**config.mk**
```make
export PLATFORM = sky130hd
export DESIGN_NAME = tmwc_ram
export DESIGN_NICKNAME = d
export VERILOG_FILES = /design/src/tmwc_ram.sv
export SDC_FILE = /design/constraint.sdc
export NUM_CORES = 1
export LEC_CHECK = 0
export BUFFER_PORTS_ARGS = -buffer_cell sky130_fd_sc_hd__buf_2
export CAP_MARGIN = 20
export CORE_UTILIZATION = 45
export CTS_CLUSTER_DIAMETER = 120
export CTS_CLUSTER_SIZE = 28
export DETAILED_ROUTE_END_ITERATION = 10
export PLACE_DENSITY_LB_ADDON = 0.12
export SLEW_MARGIN = 10
export SYNTH_ARGS = -nofsm -noshare
export SYNTH_HDL_FRONTEND = slang
export SYNTH_SLANG_ARGS = --single-unit
```
**constraint.sdc**
```tcl
create_clock -name clk -period 1.9 [get_ports clk]
set_clock_uncertainty 0.1 [all_clocks]
set_input_delay 0.38 -clock clk [delete_from_list [all_inputs] [get_ports clk]]
set_output_delay 0.38 -clock clk [all_outputs]
set_load 0.02 [all_outputs]
```
**src/tmwc_ram.sv**
```systemverilog
// ----------------------------------------------------------------------------
// tmwc_ram: count memory with per-entry valid bits
// One write and one registered read port; clear empties it by resetting the valid bits.
// ----------------------------------------------------------------------------
`default_nettype none
module tmwc_ram #(
	parameter int DEPTH_P = 36,
	parameter int WIDTH_P = 32,
	parameter int AW      = (DEPTH_P > 1) ? $clog2(DEPTH_P) : 1
) (
	input  wire logic               clk,
	input  wire logic               arst_n,
	input  wire logic               clr,
	input  wire logic               we,
	input  wire logic [AW-1:0]      waddr,
	input  wire logic [WIDTH_P-1:0] wdata,
	input  wire logic [AW-1:0]      raddr,
	output logic      [WIDTH_P-1:0] rdata
);
	logic [WIDTH_P-1:0] mem [DEPTH_P];
	logic [DEPTH_P-1:0] vld_q;
	logic [WIDTH_P-1:0] rdata_q;
	logic               rvld_q;

	// entries not written since reset or clear read as zero
	always_ff @(posedge clk or negedge arst_n) begin
		if (!arst_n) begin
			vld_q <= '0;
		end else if (clr) begin
			vld_q <= '0;
		end else if (we) begin
			vld_q[waddr] <= 1'b1;
		end
	end

	always_ff @(posedge clk) begin
		if (we) begin
			mem[waddr] <= wdata;
		end
		rdata_q <= mem[raddr];
		rvld_q  <= vld_q[raddr];
	end

	assign rdata = rvld_q ? rdata_q : '0;
endmodule
`default_nettype wire

```
==> metrics.log <==
[metrics] number of failing setup endpoints in the final timing report: 32
[metrics] number of antenna violations at the first check in global routing: 6
[metrics] M1 wire length: a little over 50000 µm
[metrics] horizontal die dimension: roughly 320 µm
[metrics] number of register bits inferred by synthesis: approximately 1200
[metrics] global-route wire length before repair: approximately 170000 µm
[metrics] number of DRC markers after the initial detailed-route iteration: roughly 2200
[metrics] portion of the post-synthesis area used by sequential elements: 78.5%
[metrics] result of the run: complete, but fails checks
[metrics] DP Area: just over 0.05 mm²
[metrics] RSZ-0062 raised after global routing: yes
[metrics] worst-case hold slack: approximately 0.085 ns
[metrics] met2 routed wirelength: 60300 µm
[metrics] number of buffer and inverter instances along the worst setup path: 3
[metrics] class of the tightest hold or removal check: input pin to register
[metrics] buffer type at the clock tree root: sky130_fd_sc_hd__clkbuf_16
[metrics] length of the first detailed-routing pass in iterations: 5
[metrics] RD Place Congestion: roughly 0.77
[metrics] Die Height: 322 µm
[metrics] routed wire length: around 120000 µm
[metrics] drt via density: between 5 and 6
[metrics] overall global routing resource usage: between 20% and 30%
[metrics] number of sinks driven by the clock tree: ~1200
[metrics] worst supply voltage drop on vdd: between 700 and 800 µV
[metrics] crit path cell chain: buf_12, buf_12, and2_4, buf_6
[metrics] syn_nets: approximately 2100
[metrics] worst skew pair latency: 0.69 ns
[metrics] Max Clock Freq: 476 MHz
[metrics] DRC violation count after routing: 0
[metrics] grt ovf: 0
[metrics] synthesized area divided by synthesized cell count: about 23 µm²
[metrics] count of nets after finishing: 2340
[metrics] number of core rows: around 120
[metrics] uppermost routed layer: met5
[metrics] Syn-to-layout area delta: 14.4%
[metrics] number of library cell types mapped by synthesis: 39
[metrics] Static Leak: between 15 and 20 nW
[metrics] post-layout minimum cycle time: 2.10 ns
[metrics] post-synthesis cell area: roughly 0.046 mm²
[metrics] power density of the placed cells: approximately 860 mW/mm²
[metrics] number of hold violations in the final report: 0
[metrics] area inside the core boundary: 0.101 mm²
[metrics] Avg WL per Cell: about 32 µm
[metrics] required time at the worst-slack endpoint: between 1 and 1.5 ns
[metrics] pin count of the biggest net entering global routing: 39
[metrics] final worst setup slack: -0.202 ns
[metrics] max_cap viols: 0
[metrics] number of global-route vias before repair: ~23000
[metrics] startpoint types: register
[metrics] violations in the final reports: negative setup slack
[metrics] area enclosed by the die boundary: 0.104 mm²
[metrics] Worst path top cell family by delay: buffers and inverters
[metrics] TritonCTS clock tree: yes
[metrics] final worst path period share: 111%
[metrics] buffer levels on the longest clock path: 3
[metrics] CP Max Fanout: 7
[metrics] Most Frequent Cell on Critical Path: sky130_fd_sc_hd__buf_12
[metrics] Worst Path Arrival: approximately 1.6 ns
[metrics] routed length on met3: 5780 µm
[metrics] Antenna Violating Nets Remaining: 0
[metrics] gate count of the mapped netlist: about 2000
[metrics] cell type of the slowest stage on the worst timing path: sky130_fd_sc_hd__dfxtp_4
[metrics] Reg clk slew, reported paths: around 0.11 ns
[metrics] total negative slack for setup checks: -5.28 ns
[metrics] type of destination of the critical path: output port
[metrics] filler cell count in the final layout: around 8000
[metrics] type of the worst setup path: register to output port
[metrics] transition time at the pin with the least slew margin: approximately 0.65 ns
[metrics] pre-CTS setup slack: -0.551 ns
[metrics] Initial Util: 45.7%
[metrics] HPWL reported at the end of detailed placement: between 70000 and 80000 µm
[metrics] I/O pin count: 80
[metrics] detailed-route via count: about 22000
[metrics] port buffer count: 79
[metrics] post-route cell area: roughly 0.053 mm²
[metrics] number of warnings printed during yosys synthesis: 0
[metrics] relative slew slack: 56.8%
[metrics] layout cell share with drive strength beyond 1: a little under a third
[metrics] CP peak stage delay: ~0.39 ns
[metrics] final max-slew violation count: 0
[metrics] number of buffers created by CTS: between 40 and 50
[metrics] H-tree depth: 2
==> power breakdown <==
group	internal (mW)	leakage, nW	switching [mW]
sequential	29.6	11.1	0.131
combinational	1.23	4.93	1.56
clock	4.99	0.665	7.93
total	35.9	16.7	9.63
==> worst min-delay path: stages <==
cell and delay [ns]:
sky130_fd_sc_hd__buf_2 0.14, sky130_fd_sc_hd__buf_4 0.19, sky130_fd_sc_hd__a32oi_1 0.10
==> state kept, by name, indices dropped and copies added (netlist names) <==
signal,flops
rdata_q,32
rvld_q,1
mem,1152
vld_q,36
==> per-stage QoR <==
stage | power [mW] | utilization [%] | instances
global placement | 33.1 | 50.6 | 3593
CTS | 45.8 | 52.2 | 3687
detailed placement | 33.1 | 50.6 | 3593
finish | 45.5 | 52.3 | 3690
floorplan | 31.8 | - | 2040
global route | 46.8 | 52.3 | 3688
==> layout make-up <==
cell class                      instances  area (µm²)  share of cell area (%)
Timing Repair Buffer                  313        3780                    7.18
Multi-Input combinational cell        706        9600                    18.2
Antenna cell                            2        5.00                 0.00951
Inverter                                1        3.75                 0.00713
Tap cell                             1357        1700                    3.22
Clock inverter                          3        33.8                  0.0642
Sequential cell                      1221       36200                    68.7
Clock buffer                           87        1370                    2.60
==> layer usage <==
metal	GRT usage, %	vias up
met3	2.40	109
li1	-	9052
met2	39.5	615
met5	0	-
met1	33.6	12207
met4	4.42	4
==> logic make-up after synthesis <==
group                  Yosys count  synth area share [%]
AND/OR/NAND/NOR                210                  2.16
AO/OA/AOI/OAI                  161                  2.53
buffers and inverters          113                  1.43
flip-flops                    1221                  78.5
multiplexers                   335                  15.3
==> what timing repair did <==
item	in CTS	in global routing
hold buffers	1	0
setup buffers	4	0
setup endpoints to repair	32	32
gates resized for setup	53	22
cloned	0	1
hold endpoints to repair	36	0
==> cells in the mapped netlist <==
cell	n	area share, %
sky130_fd_sc_hd__nand4b_1	2	0.038
sky130_fd_sc_hd__dfxtp_1	33	1.4
sky130_fd_sc_hd__nor2b_1	4	0.054
sky130_fd_sc_hd__buf_1	8	0.065
sky130_fd_sc_hd__a32oi_1	1	0.019
sky130_fd_sc_hd__or3b_2	3	0.057
sky130_fd_sc_hd__buf_4	12	0.20
sky130_fd_sc_hd__inv_1	1	0.0081
sky130_fd_sc_hd__nand4bb_1	3	0.073
sky130_fd_sc_hd__a22oi_1	62	1.0
sky130_fd_sc_hd__or4bb_1	1	0.024
sky130_fd_sc_hd__edfxtp_1	1152	75
sky130_fd_sc_hd__clkbuf_4	1	0.016
sky130_fd_sc_hd__or2_2	2	0.027
sky130_fd_sc_hd__nor3_1	1	0.011
sky130_fd_sc_hd__a211o_1	30	0.57
sky130_fd_sc_hd__and2_1	34	0.46
sky130_fd_sc_hd__a2bb2oi_1	1	0.019
sky130_fd_sc_hd__dfrtp_1	36	2.0
sky130_fd_sc_hd__nand3_1	2	0.022
sky130_fd_sc_hd__or3_1	1	0.014
sky130_fd_sc_hd__nand3b_1	4	0.065
sky130_fd_sc_hd__a41o_1	1	0.022
sky130_fd_sc_hd__and3b_1	1	0.019
sky130_fd_sc_hd__a31oi_1	32	0.43
sky130_fd_sc_hd__mux2i_1	38	0.83
sky130_fd_sc_hd__nand2_1	3	0.024
sky130_fd_sc_hd__nand2b_1	1	0.014
sky130_fd_sc_hd__or4b_2	2	0.043
sky130_fd_sc_hd__and3_1	2	0.027
sky130_fd_sc_hd__mux2_2	1	0.024
sky130_fd_sc_hd__buf_2	34	0.37
sky130_fd_sc_hd__o22ai_1	32	0.43
sky130_fd_sc_hd__buf_6	19	0.46
sky130_fd_sc_hd__nor2_1	143	1.2
sky130_fd_sc_hd__a21oi_1	2	0.022
sky130_fd_sc_hd__mux4_2	296	14
sky130_fd_sc_hd__clkbuf_1	38	0.31
sky130_fd_sc_hd__nor3b_1	1	0.016
==> cell usage in the layout, fill, tap and decap left out, types with 37 or more instances in the layout <==
cell and n:
sky130_fd_sc_hd__buf_4 119, sky130_fd_sc_hd__buf_12 116, sky130_fd_sc_hd__clkbuf_16 50, sky130_fd_sc_hd__mux2i_1 38, sky130_fd_sc_hd__nor2_4 37, sky130_fd_sc_hd__a22oi_1 62, sky130_fd_sc_hd__buf_2 53, sky130_fd_sc_hd__edfxtp_1 1152
sky130_fd_sc_hd__mux4_2 296, sky130_fd_sc_hd__nor2_1 106, sky130_fd_sc_hd__clkbuf_1 38
==> final timing paths <==
path                                 startpoint                    end  slack, ns  depth (start not counted)
min in group asynchronous                arst_n  vld_q[35]$_DFFE_PN0P_       0.20                          3
min reg2reg                vld_q[7]$_DFFE_PN0P_   vld_q[7]$_DFFE_PN0P_       0.41                          2
min                                    raddr[4]         rvld_q$_DFF_P_       0.09                          3
max reg2reg                 mem[0][7]$_DFFE_PP_     rdata_q[7]$_DFF_P_       0.24                          4
max                              rvld_q$_DFF_P_               rdata[3]      -0.20                          4
max in group asynchronous                arst_n   vld_q[4]$_DFFE_PN0P_       1.16                          3
Note: power is estimated with default switching activity, not from simulation.
